==> src/sv/hgf_pkg.sv <==
// shared types, constants and tap arithmetic for the height grid 3x3 filter
// no dependencies; every other file but hgf_ram imports this package
package hgf_pkg;

    // grid and sample limits
    localparam int MAX_COLS     = 1024;
    localparam int MAX_ROWS     = 1024;
    localparam int SAMPLE_BITS  = 16;

    // field widths of the configuration port
    localparam int DIM_BITS     = 11;
    localparam int KSEL_BITS    = 3;
    localparam int REG_IDX_BITS = 2;

    // derived counter widths
    localparam int COL_BITS     = $clog2(MAX_COLS);
    localparam int ROW_BITS     = $clog2(MAX_ROWS);
    localparam int IN_ROW_BITS  = $clog2(MAX_ROWS + 3);
    localparam int FILL_BITS    = $clog2(MAX_COLS + 2);

    // accumulator holds up to 1024 times a full-scale sample; tap weights sum to at most 272
    localparam int ACC_BITS     = SAMPLE_BITS + 10;
    localparam int FRAC_SHIFT   = 4;

    // register indexes
    localparam logic [REG_IDX_BITS-1:0] REG_KERNEL = REG_IDX_BITS'(0);
    localparam logic [REG_IDX_BITS-1:0] REG_COLS   = REG_IDX_BITS'(1);
    localparam logic [REG_IDX_BITS-1:0] REG_ROWS   = REG_IDX_BITS'(2);

    // reset value of both grid dimensions
    localparam logic [DIM_BITS-1:0] DIM_RESET = DIM_BITS'(1024);

    typedef logic signed [SAMPLE_BITS-1:0] t_sample;
    typedef logic signed [ACC_BITS-1:0]    t_acc;
    typedef logic [DIM_BITS-1:0]           t_dim;
    typedef t_sample                       t_window [3][3];

    localparam t_acc ROUND_HALF = t_acc'(2 ** (FRAC_SHIFT - 1));
    localparam t_acc SAT_MAX    = t_acc'((longint'(1) <<< (SAMPLE_BITS - 1)) - 1);
    localparam t_acc SAT_MIN    = t_acc'(-(longint'(1) <<< (SAMPLE_BITS - 1)));

    typedef enum logic [KSEL_BITS-1:0] {
        K_GAUSS = 3'd0,
        K_DIAG  = 3'd1,
        K_LAPL  = 3'd2,
        K_SHARP = 3'd3,
        K_ZERO  = 3'd4
    } t_kernel;

    // tap weights in 1/16 units
    typedef enum logic [2:0] {
        W_ZERO,
        W_P1,
        W_P2,
        W_P4,
        W_P16,
        W_N16,
        W_N48,
        W_P144
    } t_weight;

    localparam t_weight KERNEL_TAB [5][9] = '{
        '{W_P1,   W_P2,   W_P1,   W_P2,   W_P4,   W_P2,   W_P1,   W_P2,   W_P1},
        '{W_P16,  W_ZERO, W_N16,  W_ZERO, W_P16,  W_ZERO, W_N16,  W_ZERO, W_P16},
        '{W_ZERO, W_P16,  W_ZERO, W_P16,  W_N48,  W_P16,  W_ZERO, W_P16,  W_ZERO},
        '{W_N16,  W_N16,  W_N16,  W_N16,  W_P144, W_N16,  W_N16,  W_N16,  W_N16},
        '{W_ZERO, W_ZERO, W_ZERO, W_ZERO, W_ZERO, W_ZERO, W_ZERO, W_ZERO, W_ZERO}
    };

    typedef struct packed {
        t_kernel kernel;
        t_dim    cols;
        t_dim    rows;
    } t_cfg;

    // per-item tag: result flag, window edge validity, end of frame
    typedef struct packed {
        logic emit;
        logic top_ok;
        logic bot_ok;
        logic left_ok;
        logic right_ok;
        logic last;
    } t_tag;

    // sample times weight, built from shifts and adds
    function automatic t_acc tap_term(input t_sample s, input t_weight w);
        t_acc x;
        t_acc p;
        x = t_acc'(s);
        unique case (w)
            W_ZERO:  p = '0;
            W_P1:    p = x;
            W_P2:    p = x <<< 1;
            W_P4:    p = x <<< 2;
            W_P16:   p = x <<< 4;
            W_N16:   p = -(x <<< 4);
            W_N48:   p = -((x <<< 5) + (x <<< 4));
            W_P144:  p = (x <<< 7) + (x <<< 4);
            default: p = '0;
        endcase
        return p;
    endfunction

endpackage

==> src/sv/hgf_if.sv <==


interface hgf_cfg_if;
    import hgf_pkg::*;
    logic                    valid;
    logic                    ready;
    logic [REG_IDX_BITS-1:0] index;
    logic [DIM_BITS-1:0]     data;
    modport source (output valid, index, data, input ready);
    modport sink   (input valid, index, data, output ready);
endinterface

==> src/sv/hgf_cfg_regs.sv <==
// configuration registers: kernel select and grid dimensions
// depends on hgf_pkg and hgf_cfg_if; dimension writes restart the frame
module hgf_cfg_regs (
    input  logic          i_clk,
    input  logic          i_rst_n,
    hgf_cfg_if.sink       i_cfg,
    output hgf_pkg::t_cfg o_cfg,
    output logic          o_restart
);
    import hgf_pkg::*;

    t_cfg r_cfg;
    t_cfg n_cfg;
    logic w_wr;

    // zero acts as one, above the limit acts as the limit
    function automatic t_dim clamp_dim(input t_dim v, input int max_v);
        t_dim d;
        if (v == '0) begin
            d = t_dim'(1);
        end else if (int'(v) > max_v) begin
            d = t_dim'(max_v);
        end else begin
            d = v;
        end
        return d;
    endfunction

    assign i_cfg.ready = 1'b1;
    assign w_wr        = i_cfg.valid;

    // register update
    always_comb begin
        n_cfg = r_cfg;
        if (w_wr) begin
            unique case (i_cfg.index)
                REG_KERNEL: begin
                    if (i_cfg.data[KSEL_BITS-1:0] > KSEL_BITS'(K_ZERO)) begin
                        n_cfg.kernel = K_ZERO;
                    end else begin
                        n_cfg.kernel = t_kernel'(i_cfg.data[KSEL_BITS-1:0]);
                    end
                end
                REG_COLS: n_cfg.cols = clamp_dim(i_cfg.data, MAX_COLS);
                REG_ROWS: n_cfg.rows = clamp_dim(i_cfg.data, MAX_ROWS);
                default:  n_cfg = r_cfg;
            endcase
        end
    end

    always_ff @(posedge i_clk) begin
        if (!i_rst_n) begin
            r_cfg.kernel <= K_GAUSS;
            r_cfg.cols   <= clamp_dim(DIM_RESET, MAX_COLS);
            r_cfg.rows   <= clamp_dim(DIM_RESET, MAX_ROWS);
        end else begin
            r_cfg <= n_cfg;
        end
    end

    assign o_cfg     = r_cfg;
    assign o_restart = w_wr && (i_cfg.index == REG_COLS || i_cfg.index == REG_ROWS);

endmodule

==> src/flat_wrapper.sv <==
// flat-port wrapper written by rule: the top's interface ports become plain ports
module hgf_cfg_regs_flat import hgf_pkg::*;
  (i_clk, i_rst_n, o_cfg, o_restart, i_cfg_valid, i_cfg_index, i_cfg_data, i_cfg_ready);
  hgf_cfg_if i_cfg_i ();
  input  logic i_clk;
  input  logic i_rst_n;
  output hgf_pkg::t_cfg o_cfg;
  output logic o_restart;
  input wire logic [$bits(i_cfg_i.valid)-1:0] i_cfg_valid;
  input wire logic [$bits(i_cfg_i.index)-1:0] i_cfg_index;
  input wire logic [$bits(i_cfg_i.data)-1:0] i_cfg_data;
  output wire logic [$bits(i_cfg_i.ready)-1:0] i_cfg_ready;
  assign i_cfg_i.valid = i_cfg_valid;
  assign i_cfg_i.index = i_cfg_index;
  assign i_cfg_i.data = i_cfg_data;
  assign i_cfg_ready = i_cfg_i.ready;
  hgf_cfg_regs u_core (.i_clk(i_clk), .i_rst_n(i_rst_n), .i_cfg(i_cfg_i), .o_cfg(o_cfg), .o_restart(o_restart));
endmodule
==> config.mk <==
export PLATFORM = sky130hd
export DESIGN_NAME = hgf_cfg_regs_flat
export DESIGN_NICKNAME = d
export VERILOG_FILES = /design/src/sv/hgf_pkg.sv /design/src/sv/hgf_if.sv /design/src/sv/hgf_cfg_regs.sv /design/src/flat_wrapper.sv
export SDC_FILE = /design/constraint.sdc
export NUM_CORES = 1
export LEC_CHECK = 0
export ABC_AREA = 1
export BUFFER_PORTS_ARGS = -buffer_cell sky130_fd_sc_hd__buf_2
export CAP_MARGIN = 5
export CORE_UTILIZATION = 35
export CTS_BUF_LIST = sky130_fd_sc_hd__clkbuf_16
export DETAILED_ROUTE_END_ITERATION = 8
export HOLD_SLACK_MARGIN = 0.06
export PLACE_DENSITY = 0.7
export SKIP_LAST_GASP = 1
export SLEW_MARGIN = 10
export SYNTH_ARGS = -nofsm -noshare
export SYNTH_HDL_FRONTEND = slang
export SYNTH_SLANG_ARGS = --single-unit
==> constraint.sdc <==
create_clock -name i_clk -period 0.9 [get_ports i_clk]
set_input_delay 0.045 -clock i_clk [delete_from_list [all_inputs] [get_ports i_clk]]
set_output_delay 0.045 -clock i_clk [all_outputs]
set_load 0.03 [all_outputs]
==> results.sh <==
export IMPL_clock_latency_ps=260
export IMPL_maxCapViolCount=0
export IMPL_ir_drop_mv=1.24
export IMPL_drt_total_wl_mm=2.40
export IMPL_clock_sink_count=25
export IMPL_yosysWarnings=0
export IMPL_clock_fmax_mhz=1170
export IMPL_nets=196
export IMPL_final_cell_mix="buf_2, dfxtp_1, nand2_1"
export IMPL_fin_crit_sh_pct=94.8
export IMPL_antenna_cells=0
export IMPL_initial_core_util_pct=36.5
export IMPL_largest_register_ffs=25
export IMPL_port_buffers=41
export IMPL_hp_start="i_cfg_data[8]"
export IMPL_cts_reportedPaths_clkPinSlew_ps=60
export IMPL_place_hpwl_mm=1.72
export IMPL_cts_resized_gates=0
export IMPL_drtAntennaViolNets=0
export IMPL_synth_cells=127
export IMPL_critPathKind="reg -> out"
export IMPL_grt_pass1_vias=911
export IMPL_fin_util_pct=51.9
export IMPL_first_iter_violations=14
export IMPL_period_needed_ps=853
export IMPL_final_common_cell="buf_2"
export IMPL_setup_violations=0
export IMPL_max_stage_delay_ps=350
export IMPL_crit_family="flip-flops"
export IMPL_cts_hold_buf=0
export IMPL_synth_distinct_cells=16
export IMPL_die_x_um=55.4
export IMPL_status="completed"
export IMPL_power_density_nw_per_um2=1830
export IMPL_std_cell_rows=19
export IMPL_crit_path_cell_trace="buf_2"
export IMPL_syn_to_final_growth_pct=42.0
export IMPL_drv_slew=0
export IMPL_antenna_found_initial=0
export IMPL_vias=1022
export IMPL_cp_num_buf_inv=1
export IMPL_cts_buffer_depth=2
export IMPL_htreeDepth=1
export IMPL_crit_slowest_cell="dfxtp_1"
export IMPL_start_kind="register"
export IMPL_cts_buffers=3
export IMPL_min_path_type="in -> reg"
export IMPL_synth_seq_area_share_pct=50.1
export IMPL_endpoint_kind="output pin"
export IMPL_finalHoldViolCount=0
export IMPL_die_area_um2=3070
export IMPL_drc_errors=0
export IMPL_cp_arrival_ps=810
export IMPL_rsz0062_at_grt="yes"
export IMPL_path_max_fanout=2
export IMPL_die_y_um=55.4
export IMPL_grt_max_degree=21
export IMPL_startpoint="u_core.o_cfg[0]$_SDFFE_PN0P_"
export IMPL_drive_gt1_share_pct=33.5
export IMPL_cts_tree="built"
export IMPL_r2r_start="u_core.o_cfg[0]$_SDFFE_PN0P_"
export IMPL_fin_skew_ps=0
export IMPL_grt_pass1_wl_mm=4.00
export IMPL_core_um2=2730
export IMPL_io_pins=43
export IMPL_hold_ws_ps=66.7
export IMPL_gr_total_overflow=0
export IMPL_grtUsageTotal_pct=16.7
export IMPL_crit_required_ps=850
export IMPL_dr_pass1_iters=4
export IMPL_syn_num_nets=146
export IMPL_route_detailed_wl_per_inst_um=11.6
export IMPL_power_leakage_nw=0.734
export IMPL_syn_area_um2=998
export IMPL_viasPerCell=4.94
export IMPL_post_cts_buffers=0
export IMPL_rrSetupSlack_ps=230
export IMPL_synth_seq_cells=25
export IMPL_cts_root_buf="clkbuf_16"
export IMPL_syn_area_per_cell_um2=7.86
export IMPL_gp_congestion=0.770
## path summary, 6_finish.rpt
kind                                   end  cells after the start
max reg2reg   u_core.o_cfg[0]$_SDFFE_PN0P_                      4
max                               o_cfg[0]                      1
min reg2reg  u_core.o_cfg[22]$_SDFFE_PN0P_                      2
min          u_core.o_cfg[19]$_SDFFE_PN0P_                      3
## kinds of logic (layout without fill, tap and decap cells)
family                     after synthesis  after routing  share of synthesized area (%)
buffers and inverters                   18             66                           7.64
DFF                                     25             25                           50.1
other                                    1              1                          0.376
and+or+nand+nor                         38             38                           14.9
AOI/OAI and AO/OA                       42             43                           23.2
adders and majority gates                3              3                           3.76
## final cells by class
| type | count | area [um2] |
|---|---|---|
| multi-input combinational | 85 | 445 |
| fill | 246 | 1320 |
| timing repair buffer | 51 | 312 |
| sequential | 25 | 500 |
| tap | 31 | 38.8 |
| clock inverter | 1 | 5.00 |
| inverter | 11 | 41.3 |
| clock buffer | 3 | 75.1 |
## report_power, final
part           switching (mW)  total [mW]  leakage, nW  internal [mW]
registers              0.0257        1.19        0.204           1.16
clock network           0.382       0.980       0.0409          0.598
logic                   0.271       0.426        0.489          0.155
## cells in the mapped netlist (all sizes together)
cell | instances | area, um2
o21ai | 18 | 90.1
nor2 | 11 | 41.3
o211ai | 2 | 15.0
clkbuf | 4 | 17.5
inv | 11 | 41.3
dfxtp | 25 | 500
conb | 1 | 3.75
a211oi | 1 | 7.51
a21oi | 20 | 100
nand3 | 5 | 25.0
nand2 | 22 | 82.6
buf | 3 | 17.5
ha | 3 | 37.5
o21bai | 1 | 18.8
## metal layers
| layer | vias to the layer above | global-route usage (%) | routed length [um] |
|---|---|---|---|
| met5 | - | 0 | 0 |
| met4 | 0 | 10.4 | 72 |
| met3 | 7 | 3.98 | 154 |
| met2 | 44 | 26.0 | 1040 |
| met1 | 455 | 20.7 | 1130 |
| li1 | 516 | - | - |
## tightest hold or removal path, cell delays in order
cell and delay, ps:
buf_2 110, nand2_1 70, a21oi_1 60
## metrics by stage
step	area, um2	worst slack (ps)	total power [mW]	cells	TNS (ps)
floorplan	998	56.2	1.46	127	0
global placement	1310	-136	1.61	202	-2420
detailed placement	1310	-183	1.62	202	-3280
CTS	1390	10.4	2.60	206	0
global route	1420	-12.9	2.70	207	-12.9
finish	1420	46.8	2.59	207	0
Note: power is estimated with default switching activity, not from simulation.
