### src/sv/hgf_pkg.sv
// shared types, constants and tap arithmetic for the height grid 3x3 filter
// no dependencies; every other file but hgf_ram imports this package
package hgf_pkg;

    // grid and sample limits
    localparam int MAX_COLS     = 1024;
    localparam int MAX_ROWS     = 1024;
    localparam int SAMPLE_BITS  = 16;

    // field widths of the configuration port
    localparam int DIM_BITS     = 11;
    localparam int KSEL_BITS    = 3;
    localparam int REG_IDX_BITS = 2;

    // derived counter widths
    localparam int COL_BITS     = $clog2(MAX_COLS);
    localparam int ROW_BITS     = $clog2(MAX_ROWS);
    localparam int IN_ROW_BITS  = $clog2(MAX_ROWS + 3);
    localparam int FILL_BITS    = $clog2(MAX_COLS + 2);

    // accumulator holds up to 1024 times a full-scale sample; tap weights sum to at most 272
    localparam int ACC_BITS     = SAMPLE_BITS + 10;
    localparam int FRAC_SHIFT   = 4;

    // register indexes
    localparam logic [REG_IDX_BITS-1:0] REG_KERNEL = REG_IDX_BITS'(0);
    localparam logic [REG_IDX_BITS-1:0] REG_COLS   = REG_IDX_BITS'(1);
    localparam logic [REG_IDX_BITS-1:0] REG_ROWS   = REG_IDX_BITS'(2);

    // reset value of both grid dimensions
    localparam logic [DIM_BITS-1:0] DIM_RESET = DIM_BITS'(1024);

    typedef logic signed [SAMPLE_BITS-1:0] t_sample;
    typedef logic signed [ACC_BITS-1:0]    t_acc;
    typedef logic [DIM_BITS-1:0]           t_dim;
    typedef t_sample                       t_window [3][3];

    localparam t_acc ROUND_HALF = t_acc'(2 ** (FRAC_SHIFT - 1));
    localparam t_acc SAT_MAX    = t_acc'((longint'(1) <<< (SAMPLE_BITS - 1)) - 1);
    localparam t_acc SAT_MIN    = t_acc'(-(longint'(1) <<< (SAMPLE_BITS - 1)));

    typedef enum logic [KSEL_BITS-1:0] {
        K_GAUSS = 3'd0,
        K_DIAG  = 3'd1,
        K_LAPL  = 3'd2,
        K_SHARP = 3'd3,
        K_ZERO  = 3'd4
    } t_kernel;

    // tap weights in 1/16 units
    typedef enum logic [2:0] {
        W_ZERO,
        W_P1,
        W_P2,
        W_P4,
        W_P16,
        W_N16,
        W_N48,
        W_P144
    } t_weight;

    localparam t_weight KERNEL_TAB [5][9] = '{
        '{W_P1,   W_P2,   W_P1,   W_P2,   W_P4,   W_P2,   W_P1,   W_P2,   W_P1},
        '{W_P16,  W_ZERO, W_N16,  W_ZERO, W_P16,  W_ZERO, W_N16,  W_ZERO, W_P16},
        '{W_ZERO, W_P16,  W_ZERO, W_P16,  W_N48,  W_P16,  W_ZERO, W_P16,  W_ZERO},
        '{W_N16,  W_N16,  W_N16,  W_N16,  W_P144, W_N16,  W_N16,  W_N16,  W_N16},
        '{W_ZERO, W_ZERO, W_ZERO, W_ZERO, W_ZERO, W_ZERO, W_ZERO, W_ZERO, W_ZERO}
    };

    typedef struct packed {
        t_kernel kernel;
        t_dim    cols;
        t_dim    rows;
    } t_cfg;

    // per-item tag: result flag, window edge validity, end of frame
    typedef struct packed {
        logic emit;
        logic top_ok;
        logic bot_ok;
        logic left_ok;
        logic right_ok;
        logic last;
    } t_tag;

    // sample times weight, built from shifts and adds
    function automatic t_acc tap_term(input t_sample s, input t_weight w);
        t_acc x;
        t_acc p;
        x = t_acc'(s);
        unique case (w)
            W_ZERO:  p = '0;
            W_P1:    p = x;
            W_P2:    p = x <<< 1;
            W_P4:    p = x <<< 2;
            W_P16:   p = x <<< 4;
            W_N16:   p = -(x <<< 4);
            W_N48:   p = -((x <<< 5) + (x <<< 4));
            W_P144:  p = (x <<< 7) + (x <<< 4);
            default: p = '0;
        endcase
        return p;
    endfunction

endpackage

### src/sv/hgf_seq.sv
// raster position tracking: input column/row, warm-up count, output position
// depends on hgf_pkg; tags each accepted item with its result and edge flags
module hgf_seq (
    input  logic                         i_clk,
    input  logic                         i_rst_n,
    input  hgf_pkg::t_cfg                i_cfg,
    input  logic                         i_restart,
    input  logic                         i_accept,
    input  logic                         i_mode,
    input  hgf_pkg::t_sample             i_height,
    output logic                         o_used,
    output logic [hgf_pkg::COL_BITS-1:0] o_addr,
    output hgf_pkg::t_sample             o_sample,
    output hgf_pkg::t_tag                o_tag
);
    import hgf_pkg::*;

    logic [COL_BITS-1:0]    r_in_col;
    logic [COL_BITS-1:0]    n_in_col;
    logic [IN_ROW_BITS-1:0] r_in_row;
    logic [IN_ROW_BITS-1:0] n_in_row;
    logic [FILL_BITS-1:0]   r_fill;
    logic [FILL_BITS-1:0]   n_fill;
    logic [COL_BITS-1:0]    r_ocol;
    logic [COL_BITS-1:0]    n_ocol;
    logic [ROW_BITS-1:0]    r_orow;
    logic [ROW_BITS-1:0]    n_orow;
    logic                   w_has_data;
    logic                   w_col_wrap;
    logic                   w_step;
    t_tag                   w_tag;

    // item classification and tag
    always_comb begin
        w_has_data     = 32'(r_in_row) < 32'(i_cfg.rows);
        w_col_wrap     = 32'(r_in_col) + 32'd1 >= 32'(i_cfg.cols);
        w_tag.emit     = 32'(r_fill) == 32'(i_cfg.cols) + 32'd1;
        w_tag.top_ok   = r_orow != '0;
        w_tag.bot_ok   = 32'(r_orow) + 32'd1 < 32'(i_cfg.rows);
        w_tag.left_ok  = r_ocol != '0;
        w_tag.right_ok = 32'(r_ocol) + 32'd1 < 32'(i_cfg.cols);
        w_tag.last     = !w_tag.right_ok && !w_tag.bot_ok;
    end

    // early drain ticks are dropped, late samples count as drain
    assign o_used   = !(i_mode && w_has_data);
    assign o_addr   = r_in_col;
    assign o_sample = w_has_data ? i_height : '0;
    assign o_tag    = w_tag;
    assign w_step   = i_accept && o_used;

    // counter next state
    always_comb begin
        n_in_col = r_in_col;
        n_in_row = r_in_row;
        n_fill   = r_fill;
        n_ocol   = r_ocol;
        n_orow   = r_orow;
        if (i_restart) begin
            n_in_col = '0;
            n_in_row = '0;
            n_fill   = '0;
            n_ocol   = '0;
            n_orow   = '0;
        end else if (w_step) begin
            if (w_col_wrap) begin
                n_in_col = '0;
                n_in_row = r_in_row + IN_ROW_BITS'(1);
            end else begin
                n_in_col = r_in_col + COL_BITS'(1);
            end
            if (!w_tag.emit) begin
                n_fill = r_fill + FILL_BITS'(1);
            end else if (w_tag.last) begin
                n_in_col = '0;
                n_in_row = '0;
                n_fill   = '0;
                n_ocol   = '0;
                n_orow   = '0;
            end else if (w_tag.right_ok) begin
                n_ocol = r_ocol + COL_BITS'(1);
            end else begin
                n_ocol = '0;
                n_orow = r_orow + ROW_BITS'(1);
            end
        end
    end

    always_ff @(posedge i_clk) begin
        if (!i_rst_n) begin
            r_in_col <= '0;
            r_in_row <= '0;
            r_fill   <= '0;
            r_ocol   <= '0;
            r_orow   <= '0;
        end else begin
            r_in_col <= n_in_col;
            r_in_row <= n_in_row;
            r_fill   <= n_fill;
            r_ocol   <= n_ocol;
            r_orow   <= n_orow;
        end
    end

    // the frame's last result returns every position counter to zero
    a_frame_wrap: assert property (@(posedge i_clk) disable iff (!i_rst_n)
        w_step && w_tag.emit && w_tag.last |=>
            r_in_col == '0 && r_in_row == '0 && r_fill == '0 &&
            r_ocol == '0 && r_orow == '0)
        else $error("position counters not cleared after frame end");

    // column positions stay inside the configured row length
    a_col_range: assert property (@(posedge i_clk) disable iff (!i_rst_n)
        32'(r_ocol) < 32'(i_cfg.cols) && 32'(r_in_col) < 32'(i_cfg.cols))
        else $error("column position beyond grid width");

endmodule

### config.mk
export PLATFORM = sky130hd
export DESIGN_NAME = hgf_seq
export DESIGN_NICKNAME = d
export VERILOG_FILES = /design/src/sv/hgf_pkg.sv /design/src/sv/hgf_seq.sv
export SDC_FILE = /design/constraint.sdc
export NUM_CORES = 1
export LEC_CHECK = 0
export BUFFER_PORTS_ARGS = -buffer_cell sky130_fd_sc_hd__buf_4
export CORE_MARGIN = 5
export CORE_UTILIZATION = 35
export CTS_BUF_LIST = sky130_fd_sc_hd__clkbuf_16
export DETAILED_ROUTE_END_ITERATION = 10
export PLACE_DENSITY_LB_ADDON = 0.12
export SLEW_MARGIN = 20
export SYNTH_ARGS = -nofsm -noshare
export SYNTH_HDL_FRONTEND = slang
export SYNTH_SLANG_ARGS = --single-unit
### constraint.sdc
create_clock -name i_clk -period 6.1 [get_ports i_clk]
set_clock_uncertainty 0.2 [all_clocks]
set_input_delay 1.22 -clock i_clk [delete_from_list [all_inputs] [get_ports i_clk]]
set_output_delay 1.22 -clock i_clk [all_outputs]
set_load 0.02 [all_outputs]
==> results.sh <==
export IMPL_synth_edf_count=0
export IMPL_total_power_uw=736.5
export IMPL_final_common_cell="buf_4"
export IMPL_arrival_ps=3730
export IMPL_worst_slew_pin_slew_ps=875.8
export IMPL_synthDistinctLibCells=56
export IMPL_slew_violations=0
export IMPL_power_density_nw_per_um2=138.6
export IMPL_min_path_cells=2
export IMPL_antennaDiodeCount=0
export IMPL_wirelength_um=12570
export IMPL_clkTransAtPathRegs_ps=70
export IMPL_synthCells=574
export IMPL_worstSetupPathType="reg -> out"
export IMPL_hpwl_um=9589
export IMPL_yosysWarnings=0
export IMPL_cts_buffers=5
export IMPL_worst_path_stages=13
export IMPL_core_region_area_um2=12570
export IMPL_ios=79
export IMPL_reg2reg_depth=15
export IMPL_end_kind="primary output"
export IMPL_seq_area_um2=1041
export IMPL_synth_nets=669
export IMPL_grt_usage=0.1748
export IMPL_fmax_ghz=0.1943
export IMPL_start_kind="flip-flop"
export IMPL_dr_first_iter_drc_count=231
export IMPL_synthTopCellsByArea="dfxtp_1, ha_1, xor2_1"
export IMPL_routedWlPerCell_um=15.46
export IMPL_met3WireLength_um=415
export IMPL_highest_layer="met4"
export IMPL_hold_path_class="reg -> reg"
export IMPL_crit_fanout=9
export IMPL_clock_latency_ps=300
export IMPL_layout_common_cells="buf_4, dfxtp_1, nand2_1, nor2_1, ha_1"
export IMPL_synth_top_cell_area_share=0.2336
export IMPL_dr_wl_met2_um=5939
export IMPL_setup_tns_ps=0
export IMPL_grt_max_degree=34
export IMPL_peakVddDrop_mv=0.09199
export IMPL_p_comb_frac=0.149
export IMPL_root_buffer="clkbuf_16"
export IMPL_cap_violations=0
export IMPL_cts_max_path_buffers=2
export IMPL_ctsHtreeMaxLevel=2
export IMPL_drc=0
export IMPL_gp_congestion=0.8100
export IMPL_setup_viol_count_final=0
export IMPL_post_drt_via_cell_ratio=5.309
export IMPL_rsz0062_at_grt="no"
export IMPL_crit_top_cell="and3_1"
export IMPL_multi_input_area_um2=3206
export IMPL_cts_tree="done"
export IMPL_vias=4316
export IMPL_fin_crit_ps=5148
export IMPL_fp_dieArea_um2=15090
export IMPL_die_h_um=122.8
export IMPL_syn_area_um2=4456
export IMPL_post_cts_setup_buffers=0
export IMPL_outcome="complete, no violations"
export IMPL_crit_path_max_incr_delay_ps=480
export IMPL_cts_sinks=52
export IMPL_ctsResizeCount=0
export IMPL_slew_headroom=0.4126
export IMPL_overflow=0
export IMPL_p_clk_frac=0.389
export IMPL_pwr_share_seq=0.462
export IMPL_p_switching_uw=199.7
export IMPL_hold_buffers=0
export IMPL_synth_seq_cells=52
export IMPL_firstDrtPassIters=5
export IMPL_required_ps=4680
export IMPL_synthFlopType="dfxtp_1"
export IMPL_first_global_vias=4342
export IMPL_cp_cell_sequence="ha_1 -> and3_1 -> and3_1 -> and3_1 -> xor2_1 -> ha_1 -> a21o_1 -> a21o_1 -> a21oi_1 -> nand2_1 -> nand2_1 -> inv_1 -> buf_4"
export IMPL_num_nets_final=735
export IMPL_ys_seq_area_frac=0.2336
export IMPL_internal_power_uw=536.7
export IMPL_portBuffers=75
export IMPL_critical_path_slowest_cell="dfxtp_1"
export IMPL_antenna_found_initial=0
export IMPL_ant_nets=0
export IMPL_fp_row_count=41
export IMPL_crit_start="r_orow[0]"
export IMPL_netlist_top_cell_by_area="dfxtp_1"
export IMPL_p_leak_uw=0.002333
export IMPL_start_util=0.3545
export IMPL_r2r_start="r_orow[0]"
export IMPL_die_width_um=122.8
export IMPL_critPathTopFamily="simple AND/OR/NAND/NOR gates"
export IMPL_drt_met1_wl_um=6043
export IMPL_hold_start="r_ocol[1]"
export IMPL_critPathBufInv=2
export IMPL_async_flop_share=0
export IMPL_area_growth_pct=19.29
export IMPL_grt_pass1_wl_um=21330
export IMPL_nFillCells=1311
export IMPL_p_sw_frac=0.2712
export IMPL_synth_area_per_cell_um2=7.762
export IMPL_hold_viol_final=0
export IMPL_period_share=0.8439
export IMPL_drive_above_1_share=0.1560
-- power by group through the flow --
stage          logic, µW  clock network [µW]  registers [µW]
6_report             110                 286             341
5_1_grt              121                 308             341
4_1_cts              110                 299             341
3_5_place_dp         110                   0             349
3_3_place_gp         107                   0             348
2_1_floorplan       59.6                   0             349
-- metal layers --
layer  track usage  up-vias
li1              -     2215
met1        0.2340     2017
met2        0.2928       72
met3       0.02627       12
met4       0.04689        0
met5             0        -
-- final timing paths --
check,endpoint,slack [ps]
min reg2reg,r_ocol[1],300
max reg2reg,r_fill[2],1490
max,o_tag[0],950
min,r_ocol[1],300
-- cells in the mapped netlist (4+ instances only) --
cell,n
nor2b_1,7
o211ai_1,7
nand4_1,13
inv_1,30
nor4_1,5
o311ai_0,5
dfxtp_1,52
clkbuf_1,17
nand4b_1,6
nand3_1,33
nor2_1,50
a211oi_1,6
nand2b_1,7
a22o_1,6
and2_1,23
xor2_1,26
and3_1,23
o41ai_1,5
xnor2_1,17
or3_1,7
a21o_1,7
a21oi_1,26
and4_1,4
a22oi_1,6
o21ai_0,32
nor3_1,11
ha_1,49
nand2_1,50
-- worst register-to-register path, delay by kind of cell (launching register included) --
kind	cells	cell delay, ps
AO/OA/AOI/OAI	5	1510
AND/OR/NAND/NOR	6	1430
adder cells (fa/ha/maj)	2	550
flip-flops	1	480
XOR/XNOR	1	200
buffers and inverters	1	180
-- cells by family after synthesis --
logic type	count (synthesis)	synth area share
buffers and inverters	51	0.04689
DFF	52	0.2336
adders and majority gates	49	0.1376
AOI/OAI and AO/OA	126	0.1940
muxes	2	0.004493
and+or+nand+nor	251	0.2988
xor gates and xnor gates	43	0.08453
-- layout make-up --
cell class,instances,share of cell area
Clock buffer,5,0.02354
Sequential cell,52,0.1959
Timing Repair Buffer,80,0.1130
Clock inverter,3,0.002825
Multi-Input combinational cell,471,0.6031
Inverter,30,0.02119
Tap cell,172,0.04049
-- metrics by stage --
step                utilization  hold slack [ps]  std cells  instance area (µm²)  setup slack (ps)
global placement         0.4117            275.1        805                 5175              1336
CTS                      0.4229            295.7        813                 5315             904.9
global route             0.4229            327.0        813                 5315             667.0
finish                   0.4229            295.7        813                 5315             952.4
detailed placement       0.4117            285.4        805                 5175              1270
floorplan                     -            261.9        574                 4456              1844
-- sequential cells by signal, indices dropped and copies added, names as in the netlist --
signal,flops
r_ocol,10
o_addr,10
r_orow,10
r_in_row,11
r_fill,11
Note: power is estimated with default switching activity, not from simulation.
