<file path="src/sv/hgf_pkg.sv">
// shared types, constants and tap arithmetic for the height grid 3x3 filter
// no dependencies; every other file but hgf_ram imports this package
package hgf_pkg;

    // grid and sample limits
    localparam int MAX_COLS     = 1024;
    localparam int MAX_ROWS     = 1024;
    localparam int SAMPLE_BITS  = 16;

    // field widths of the configuration port
    localparam int DIM_BITS     = 11;
    localparam int KSEL_BITS    = 3;
    localparam int REG_IDX_BITS = 2;

    // derived counter widths
    localparam int COL_BITS     = $clog2(MAX_COLS);
    localparam int ROW_BITS     = $clog2(MAX_ROWS);
    localparam int IN_ROW_BITS  = $clog2(MAX_ROWS + 3);
    localparam int FILL_BITS    = $clog2(MAX_COLS + 2);

    // accumulator holds up to 1024 times a full-scale sample; tap weights sum to at most 272
    localparam int ACC_BITS     = SAMPLE_BITS + 10;
    localparam int FRAC_SHIFT   = 4;

    // register indexes
    localparam logic [REG_IDX_BITS-1:0] REG_KERNEL = REG_IDX_BITS'(0);
    localparam logic [REG_IDX_BITS-1:0] REG_COLS   = REG_IDX_BITS'(1);
    localparam logic [REG_IDX_BITS-1:0] REG_ROWS   = REG_IDX_BITS'(2);

    // reset value of both grid dimensions
    localparam logic [DIM_BITS-1:0] DIM_RESET = DIM_BITS'(1024);

    typedef logic signed [SAMPLE_BITS-1:0] t_sample;
    typedef logic signed [ACC_BITS-1:0]    t_acc;
    typedef logic [DIM_BITS-1:0]           t_dim;
    typedef t_sample                       t_window [3][3];

    localparam t_acc ROUND_HALF = t_acc'(2 ** (FRAC_SHIFT - 1));
    localparam t_acc SAT_MAX    = t_acc'((longint'(1) <<< (SAMPLE_BITS - 1)) - 1);
    localparam t_acc SAT_MIN    = t_acc'(-(longint'(1) <<< (SAMPLE_BITS - 1)));

    typedef enum logic [KSEL_BITS-1:0] {
        K_GAUSS = 3'd0,
        K_DIAG  = 3'd1,
        K_LAPL  = 3'd2,
        K_SHARP = 3'd3,
        K_ZERO  = 3'd4
    } t_kernel;

    // tap weights in 1/16 units
    typedef enum logic [2:0] {
        W_ZERO,
        W_P1,
        W_P2,
        W_P4,
        W_P16,
        W_N16,
        W_N48,
        W_P144
    } t_weight;

    localparam t_weight KERNEL_TAB [5][9] = '{
        '{W_P1,   W_P2,   W_P1,   W_P2,   W_P4,   W_P2,   W_P1,   W_P2,   W_P1},
        '{W_P16,  W_ZERO, W_N16,  W_ZERO, W_P16,  W_ZERO, W_N16,  W_ZERO, W_P16},
        '{W_ZERO, W_P16,  W_ZERO, W_P16,  W_N48,  W_P16,  W_ZERO, W_P16,  W_ZERO},
        '{W_N16,  W_N16,  W_N16,  W_N16,  W_P144, W_N16,  W_N16,  W_N16,  W_N16},
        '{W_ZERO, W_ZERO, W_ZERO, W_ZERO, W_ZERO, W_ZERO, W_ZERO, W_ZERO, W_ZERO}
    };

    typedef struct packed {
        t_kernel kernel;
        t_dim    cols;
        t_dim    rows;
    } t_cfg;

    // per-item tag: result flag, window edge validity, end of frame
    typedef struct packed {
        logic emit;
        logic top_ok;
        logic bot_ok;
        logic left_ok;
        logic right_ok;
        logic last;
    } t_tag;

    // sample times weight, built from shifts and adds
    function automatic t_acc tap_term(input t_sample s, input t_weight w);
        t_acc x;
        t_acc p;
        x = t_acc'(s);
        unique case (w)
            W_ZERO:  p = '0;
            W_P1:    p = x;
            W_P2:    p = x <<< 1;
            W_P4:    p = x <<< 2;
            W_P16:   p = x <<< 4;
            W_N16:   p = -(x <<< 4);
            W_N48:   p = -((x <<< 5) + (x <<< 4));
            W_P144:  p = (x <<< 7) + (x <<< 4);
            default: p = '0;
        endcase
        return p;
    endfunction

endpackage

</file>
<file path="src/sv/hgf_if.sv">


interface hgf_out_if;
    import hgf_pkg::*;
    logic    valid;
    logic    ready;
    t_sample height_out;
    logic    saturated;
    logic    frame_last;
    modport source (output valid, height_out, saturated, frame_last, input ready);
    modport sink   (input valid, height_out, saturated, frame_last, output ready);
endinterface


</file>
<file path="src/sv/hgf_mac.sv">
// weighted sum: stage 3 forms row sums, output register rounds and saturates
// depends on hgf_pkg and hgf_out_if
module hgf_mac (
    input  logic              i_clk,
    input  logic              i_rst_n,
    input  hgf_pkg::t_kernel  i_kernel,
    input  hgf_pkg::t_window  i_window,
    input  logic              i_s2_valid,
    input  hgf_pkg::t_tag     i_s2_tag,
    output logic              o_s3_free,
    hgf_out_if.source         o_result
);
    import hgf_pkg::*;

    logic    r_s3_v;
    logic    r_s3_last;
    t_acc    r_row_sum [3];
    logic    r_out_v;
    t_sample r_out_h;
    logic    r_out_sat;
    logic    r_out_last;
    logic    w_en_out;
    logic    w_en3;
    logic    w_row_ok [3];
    logic    w_col_ok [3];
    t_sample w_pick [3][3];
    t_acc    w_term [3][3];
    t_acc    w_row [3];
    t_acc    w_total;
    t_acc    w_q;
    t_sample w_h;
    logic    w_sat;

    assign w_en_out  = !r_out_v || o_result.ready;
    assign w_en3     = !r_s3_v || w_en_out;
    assign o_s3_free = w_en3;

    // neighbors off the grid take the center sample, then weight each tap
    always_comb begin
        w_row_ok[0] = i_s2_tag.top_ok;
        w_row_ok[1] = 1'b1;
        w_row_ok[2] = i_s2_tag.bot_ok;
        w_col_ok[0] = i_s2_tag.left_ok;
        w_col_ok[1] = 1'b1;
        w_col_ok[2] = i_s2_tag.right_ok;
        for (int r = 0; r < 3; r++) begin
            for (int c = 0; c < 3; c++) begin
                w_pick[r][c] = (w_row_ok[r] && w_col_ok[c]) ? i_window[r][c] : i_window[1][1];
                w_term[r][c] = tap_term(w_pick[r][c], KERNEL_TAB[i_kernel][r*3+c]);
            end
            w_row[r] = w_term[r][0] + w_term[r][1] + w_term[r][2];
        end
    end

    // final sum, round half up, clip to sample range
    always_comb begin
        w_total = r_row_sum[0] + r_row_sum[1] + r_row_sum[2] + ROUND_HALF;
        w_q     = w_total >>> FRAC_SHIFT;
        w_sat   = 1'b0;
        if (w_q > SAT_MAX) begin
            w_h   = t_sample'(SAT_MAX);
            w_sat = 1'b1;
        end else if (w_q < SAT_MIN) begin
            w_h   = t_sample'(SAT_MIN);
            w_sat = 1'b1;
        end else begin
            w_h = t_sample'(w_q);
        end
    end

    // stage valids
    always_ff @(posedge i_clk) begin
        if (!i_rst_n) begin
            r_s3_v  <= 1'b0;
            r_out_v <= 1'b0;
        end else begin
            if (w_en3) begin
                r_s3_v <= i_s2_valid;
            end
            if (w_en_out) begin
                r_out_v <= r_s3_v;
            end
        end
    end

    // payload registers
    always_ff @(posedge i_clk) begin
        if (w_en3) begin
            r_row_sum <= w_row;
            r_s3_last <= i_s2_tag.last;
        end
        if (w_en_out) begin
            r_out_h    <= w_h;
            r_out_sat  <= w_sat;
            r_out_last <= r_s3_last;
        end
    end

    assign o_result.valid      = r_out_v;
    assign o_result.height_out = r_out_h;
    assign o_result.saturated  = r_out_sat;
    assign o_result.frame_last = r_out_last;

    // a clipped result sits at one of the range limits
    a_sat_value: assert property (@(posedge i_clk) disable iff (!i_rst_n)
        r_out_v && r_out_sat |->
            (r_out_h == t_sample'(SAT_MAX) || r_out_h == t_sample'(SAT_MIN)))
        else $error("saturated flag with in-range value");

    // a result in stage 3 is kept while the output register is blocked
    a_s3_hold: assert property (@(posedge i_clk) disable iff (!i_rst_n)
        r_s3_v && !w_en_out |=> r_s3_v)
        else $error("stage 3 result dropped under stall");

endmodule

</file>
<file path="src/flat_wrapper.sv">
// flat-port wrapper written by rule: the top's interface ports become plain ports
module hgf_mac_flat import hgf_pkg::*;
  (i_clk, i_rst_n, i_kernel, i_window, i_s2_valid, i_s2_tag, o_s3_free, o_result_valid, o_result_height_out, o_result_saturated, o_result_frame_last, o_result_ready);
  hgf_out_if o_result_i ();
  input  logic i_clk;
  input  logic i_rst_n;
  input  hgf_pkg::t_kernel i_kernel;
  input  hgf_pkg::t_window i_window;
  input  logic i_s2_valid;
  input  hgf_pkg::t_tag i_s2_tag;
  output logic o_s3_free;
  output wire logic [$bits(o_result_i.valid)-1:0] o_result_valid;
  output wire logic [$bits(o_result_i.height_out)-1:0] o_result_height_out;
  output wire logic [$bits(o_result_i.saturated)-1:0] o_result_saturated;
  output wire logic [$bits(o_result_i.frame_last)-1:0] o_result_frame_last;
  input wire logic [$bits(o_result_i.ready)-1:0] o_result_ready;
  assign o_result_valid = o_result_i.valid;
  assign o_result_height_out = o_result_i.height_out;
  assign o_result_saturated = o_result_i.saturated;
  assign o_result_frame_last = o_result_i.frame_last;
  assign o_result_i.ready = o_result_ready;
  hgf_mac u_core (.i_clk(i_clk), .i_rst_n(i_rst_n), .i_kernel(i_kernel), .i_window(i_window), .i_s2_valid(i_s2_valid), .i_s2_tag(i_s2_tag), .o_s3_free(o_s3_free), .o_result(o_result_i));
endmodule
</file>
<file path="config.mk">
export PLATFORM = sky130hd
export DESIGN_NAME = hgf_mac_flat
export DESIGN_NICKNAME = d
export VERILOG_FILES = /design/src/sv/hgf_pkg.sv /design/src/sv/hgf_if.sv /design/src/sv/hgf_mac.sv /design/src/flat_wrapper.sv
export SDC_FILE = /design/constraint.sdc
export NUM_CORES = 1
export LEC_CHECK = 0
export BUFFER_PORTS_ARGS = -buffer_cell sky130_fd_sc_hd__buf_2
export CELL_PAD_IN_SITES_DETAIL_PLACEMENT = 1
export CELL_PAD_IN_SITES_GLOBAL_PLACEMENT = 2
export CORE_MARGIN = 2
export CORE_UTILIZATION = 39
export CTS_BUF_LIST = sky130_fd_sc_hd__clkbuf_2 sky130_fd_sc_hd__clkbuf_4 sky130_fd_sc_hd__clkbuf_8
export CTS_CLUSTER_SIZE = 24
export DETAILED_ROUTE_END_ITERATION = 6
export MAX_ROUTING_LAYER = met4
export PLACE_DENSITY_LB_ADDON = 0.1
export SLEW_MARGIN = 40
export SYNTH_ARGS = -nofsm -noshare
export SYNTH_HDL_FRONTEND = slang
export SYNTH_SLANG_ARGS = --single-unit
</file>
<file path="constraint.sdc">
create_clock -name i_clk -period 11.9 [get_ports i_clk]
set_input_delay 0.595 -clock i_clk [delete_from_list [all_inputs] [get_ports i_clk]]
set_output_delay 0.595 -clock i_clk [all_outputs]
set_load 0.02 [all_outputs]
</file>
==> flow_summary.yaml, run 1 <==
drt:
  routed_wl_um: 129000
  drtPass1Iterations: 6
  ant_nets: 0
  wl_per_cell_um: 27.7
  drc: 0
  dr_total_vias: 29200
  viasPerCell: 6.27
  drtIter0Drc: 2444
clock_network:
  cts_resized: 0
  cts_tree: "yes"
  path_clk_slew_ns: 0.12
  cts_made_buffers: 9
  post_cts.repair.setup_buffers: 0
  ctsHoldBuffers: 0
  cts_max_level: 3
  numClockSinks: 99
  clockBufferDepth: 2
  cts-root-buf: "clkbuf_8"
  clock_latency_ns: 0.44
global_route:
  grt_pass1_wl_um: 193000
  grt_max_degree: 71
  track_usage_pct: 35.3
  grt_overflow_total: 0
  antenna_found_initial: 5
  grt_pass1_vias: 29700
run_status:
  status: "finished, final reports clean"
placement:
  place_inst: 4629
  io_buffers: 175
  dp_hpwl_um: 103000
  gp_congestion: 1.00
yosys:
  yosys.cell_types.count: 98
  syn_avg_cell_area_sq_um: 7.79
  synth_flop_cell: "edfxtp_1"
  synth_top_family_by_area: "compound AO/OA/AOI/OAI gates"
  synth_fa_ha_area_share_pct: 23.8
  synth_area_sq_mm: 0.0279
  muxShareOfSynthArea_pct: 4.62
  synth-seq-cells: 99
  synth_top_area_share_pct: 15.8
  synthCells: 3587
  ys_seq_area_share_pct: 10.6
  synthesis.nets: 4208
  yosys.area.top_type: "ha_1"
  synth_edf_count: 97
  async_reset_ff_share_pct: 0
  synth-simple-area-share_pct: 17.0
  synthTopCellsByArea: "ha_1 (16%), edfxtp_1 (10%), xnor2_1 (8.3%), fa_1 (8.0%), a21oi_1 (5.2%)"
  synth_warnings: 0
  synth_compound_area_share_pct: 25.9
  synth_xor_area_share_pct: 11.9
critical_path:
  path_class: "in -> reg"
  critPathRequiredTime_ns: 12.09
  critPathLaunchType: "input pin"
  crit_fanout: 28
  critPathCaptureType: "flop"
  arrival_ns: 8.72
die:
  ios: 177
  rows: 98
  core_area_sq_mm: 0.0712
  start_util_pct: 39.2
  die_h_um: 272
  die_x_um: 272
  die_area_sq_mm: 0.0738
final_layout:
  syn_to_final_growth_pct: 8.56
  drive_gt1_share_pct: 9.63
  final_nets: 4312
  fin_cells: 4648
sta:
  tightest_slew_ns: 1.01
  hold_viol_final: 0
  setup_viol: 0
  timing.final.max_slew_violations: 0
  relSlewSlack_pct: 32.5
  setup_tns_ns: 0
  max_freq_ghz: 0.117
  rsz0062_at_grt: "no"
  period_share_pct: 71.7
  post-route-min-period_ns: 8.53
  skew_ns: 0.0311
power_and_ir_drop:
  ir_worst_vdd_uv: 267
  p_total_uw: 4700
  p_leak_uw: 0.0137
  powerDensity_mw_per_mm2: 155
min_path:
  min_path_type: "in -> reg"
job:
  max-cap-violations: 0
## where the power goes
group	switching (uW)	total, uW	internal, uW
sequential	84.6	732	647
combinational	2280	3710	1430
clock	148	254	106
total	2520	4700	2180
## path summary, 6_finish.rpt
path                                           from                             to  slack, ns  cells past startpoint
worst max-delay path                    i_s2_tag[3]           u_core.r_row_sum[25]       3.37                     27
worst min-delay path                    i_s2_tag[0]               u_core.r_s3_last       0.35                      1
worst max register to register  u_core.r_row_sum[8]  u_core.o_result.height_out[8]       7.20                     14
worst min register to register     u_core.r_s3_last     u_core.o_result.frame_last       0.44                      0
## critical path: stages
cell,delay [ns]
buf_2,0.08
buf_4,0.44
mux2i_1,0.68
inv_1,0.28
ha_1,0.29
fa_1,0.41
a21o_1,0.21
a31oi_1,0.27
o21ai_1,0.17
a21oi_1,0.34
xnor2_1,0.18
a2111o_1,0.48
or4_4,0.54
nor4_1,0.46
xor2_1,0.14
a221oi_1,0.37
fa_1,0.48
inv_1,0.07
ha_1,0.26
inv_1,0.15
nor3_1,0.12
nor2b_1,0.15
o31a_1,0.26
or2_1,0.24
and3_1,0.18
a2111oi_0,0.43
xnor3_1,0.41
## per-stage QoR
step | utilization [%] | instance area, sq um | hold WS [ns] | setup slack [ns]
after global placement | 42.1 | 30000 | 0.404 | 3.21
final | 42.6 | 30300 | 0.351 | 3.37
after CTS | 42.5 | 30300 | 0.309 | 3.47
after floorplan | - | 27900 | 0.400 | 3.36
after global routing | 42.6 | 30300 | 0.319 | 2.99
after detailed placement | 42.2 | 30100 | 0.420 | 3.01
## layer usage
| layer | wire, um | global-route usage [%] | up-vias |
|---|---|---|---|
| met5 | 0 | - | - |
| met4 | 4440 | 9.95 | 0 |
| met3 | 8310 | 4.07 | 162 |
| met2 | 57200 | 55.6 | 1019 |
| met1 | 59100 | 47.8 | 14700 |
| li1 | - | - | 13300 |
## cell type report
class                      instances  area (sq um)
clock buffer                      10           138
multi-input combinational       3030         23400
sequential                        99          2950
clock inverter                     6          68.8
timing repair buffer             246          1400
antenna                            2          5.00
tap                              950          1190
fill                            8797         40900
inverter                         305          1140
## synthesized netlist by cell type (11+ instances only)
master     count
nor4_1        17
o221ai_1      46
inv_1        302
a21oi_1      292
or3_1         22
edfxtp_1      97
and3_1        61
nor3b_1       15
a2111oi_0     22
mux2i_1      120
nand2_1      253
a211oi_1      49
o21ai_0      164
ha_1         352
xnor2_1      266
clkbuf_1     139
and2_1        17
nand3_1       74
a21o_1        70
buf_1         13
o21bai_1      25
a21boi_0      11
nor2b_1       35
a31oi_1       34
o22ai_1      100
xor2_1       104
a221oi_1      55
nand2b_1      35
o211ai_1      26
nor2_1       266
fa_1         112
or2_2         24
nand4_1       15
nor3_1        90
o31ai_1       17
o21a_1        48
## kinds of logic (layout without fill, tap and decap cells)
kind of cell / Yosys count / count (layout)
compound gates: 1087 / 1087
simple gates: 977 / 977
fa+ha+maj: 464 / 464
buf+inv: 458 / 567
xor+xnor: 374 / 374
mux: 128 / 128
flops: 99 / 99
other cells: 0 / 2
## cell usage in the layout, fill, tap and decap left out, types with 26 or more instances in the layout
cell type	count
ha_1	351
inv_1	302
a21oi_1	292
xnor2_1	266
nor2_1	263
nand2_1	250
buf_2	181
o21ai_0	164
fa_1	112
mux2i_1	111
xor2_1	104
o22ai_1	100
edfxtp_1	97
nor3_1	86
nand3_1	72
a21o_1	70
buf_4	64
and3_1	60
a221oi_1	55
a211oi_1	49
o21a_1	48
o221ai_1	46
nor2b_1	35
nand2b_1	35
a31oi_1	34
o211ai_1	26
## flip-flops by register name, indices dropped and copies added (netlist names)
name / count
u_core.r_s3_v: 1
u_core.r_s3_last: 1
u_core.o_result.frame_last: 1
u_core.r_row_sum: 78
u_core.o_result.valid: 1
u_core.o_result.saturated: 1
u_core.o_result.height_out: 16
Power figures use the tool's default switching activity.
==> inputs of run 2 (changes only) <==
- CORE_UTILIZATION: 39 -> 35
- clock period: 11.9 -> 7.63 ns (I/O delays scaled with it)
==> run 2 against run 1 <==
  * Die area up 11%
  * Power rose by 58%
  * Core utilization fell by 2.8 points
  * Sequential power grew 58%
==> flow_summary.yaml, run 2 (same netlist as run 1, synthesis figures left out) <==
sta:
  period_share_pct: 94.9
  post-route-min-period_ns: 7.24
  rsz0062_at_grt: "no"
  timing.final.max_slew_violations: 0
  max_freq_ghz: 0.138
  fin_ws_ns: 0.387
  setup_viol: 0
  hold_viol_final: 0
  relSlewSlack_pct: 35.9
  tightest_slew_ns: 0.962
  setup_tns_ns: 0
  skew_ns: 0.0154
die:
  rows: 103
  die_x_um: 287
  core_area_sq_mm: 0.0790
  ios: 177
  die_h_um: 287
  start_util_pct: 35.4
  die_area_sq_mm: 0.0821
drt:
  routed_wl_um: 138000
  drc: 0
  wl_per_cell_um: 28.3
  viasPerCell: 6.13
  drtPass1Iterations: 5
  dr_total_vias: 29800
  ant_nets: 0
  drtIter0Drc: 2786
clock_network:
  numClockSinks: 99
  cts_made_buffers: 9
  clock_latency_ns: 0.42
  cts_tree: "yes"
  path_clk_slew_ns: 0.12
  cts-root-buf: "clkbuf_8"
  cts_max_level: 3
  clockBufferDepth: 2
global_route:
  grt_pass1_wl_um: 204000
  grt_pass1_vias: 30400
  antenna_found_initial: 3
  grt_overflow_total: 0
  track_usage_pct: 34.0
  grt_max_degree: 81
placement:
  gp_congestion: 0.987
  place_ws_ns: -0.0883
  io_buffers: 175
  place_inst: 4847
  dpl_cell_area_sq_mm: 0.0311
  dp_hpwl_um: 114000
power_and_ir_drop:
  ir_worst_vdd_uv: 324
  powerDensity_mw_per_mm2: 236
  p_leak_uw: 0.0143
final_layout:
  syn_to_final_growth_pct: 12.5
  final_nets: 4430
  drive_gt1_share_pct: 12.1
  largest_reg_flops: 78
  final_common_cell: "ha_1"
  top_register: "u_core.r_row_sum"
  fin_cells: 4865
  final_core_util_pct: 39.8
  fin_area_sq_mm: 0.0314
  layout_common_cells: "ha_1 (351), inv_1 (302), a21oi_1 (292), xnor2_1 (266), nor2_1 (265)"
  fill_cells: 9705
critical_path:
  arrival_ns: 7.41
  critPathRequiredTime_ns: 7.79
  critPathCaptureType: "flop"
  crit_fanout: 15
  path_class: "in -> reg"
  critPathLaunchType: "input pin"
  ff2ff_setup_slack_ns: 2.96
min_path:
  min_path_type: "in -> reg"
run_status:
  status: "finished, final reports clean"
job:
  max-cap-violations: 0
## run 2: changes by cell type in the layout (fill, tap and decap cells not counted), moves of 3 or more
cell / previous run / this run
buf_12: 0 / 5
buf_2: 181 / 175
buf_4: 64 / 182
clkinv_8: 0 / 3
mux2i_1: 111 / 116
mux2i_2: 9 / 3
## run 2: cell type report
| cell class | instances | area [sq um] | area share (%) |
|---|---|---|---|
| Clock buffer | 9 | 124 | 0.394 |
| Antenna cell | 1 | 2.50 | 0.00797 |
| Sequential cell | 99 | 2950 | 9.40 |
| Inverter | 305 | 1140 | 3.64 |
| Tap cell | 1050 | 1310 | 4.18 |
| Timing Repair Buffer | 364 | 2380 | 7.58 |
| Multi-Input combinational cell | 3030 | 23400 | 74.5 |
| Clock inverter | 7 | 91.3 | 0.291 |
## run 2: critical path, cell delays in order
cell and delay (ns):
buf_2 0.22, buf_4 0.32, mux2i_2 0.36, inv_1 0.22
ha_1 0.25, a21o_1 0.17, a21oi_1 0.20, xnor2_1 0.12
or2_1 0.27, or3b_1 0.46, a2111o_1 0.40, or4_4 0.55
nor4_2 0.38, xor2_1 0.14, a221oi_2 0.30, fa_1 0.45
inv_1 0.07, ha_1 0.27, inv_1 0.15, nor3_1 0.08
nor2b_1 0.14, o31a_1 0.26, or2_1 0.24, and3_1 0.19
a2111oi_1 0.41, xnor3_1 0.40
## run 2: final timing paths
path                        start                             end  cells after the start
max                   i_s2_tag[3]            u_core.r_row_sum[25]                     26
min                   i_s2_tag[0]                u_core.r_s3_last                      1
max reg2reg  u_core.r_row_sum[10]  u_core.o_result.height_out[14]                     14
min reg2reg      u_core.r_s3_last      u_core.o_result.frame_last                      0
## run 2: per-stage QoR
step | hold WS (ns) | total power (uW)
final | 0.143 | 7420
after global routing | 0.117 | 8160
after CTS | 0.109 | 7420
after detailed placement | 0.437 | 6970
after global placement | 0.404 | 6830
after floorplan | 0.400 | 5130
## run 2: power by group
group | total, uW | leakage (uW) | internal, uW | switching (uW)
clock network | 384 | 0.000106 | 135 | 249
logic | 5870 | 0.0131 | 2290 | 3580
registers | 1160 | 0.00109 | 1010 | 154
total | 7420 | 0.0143 | 3440 | 3980
## run 2: timing repair
action | in CTS | in global routing
setup buffers | 0 | 0
gates resized for setup | 0 | 5
setup endpoints to repair | 0 | 2
hold buffers | 0 | 0
## run 2: per-layer routing
layer	part of all wire [%]	wire, um	GRT usage (%)
met1	47	64500	47.5
met5	0	0	-
met3	5.8	8060	3.06
met4	3.2	4460	9.36
met2	44	60900	52.4
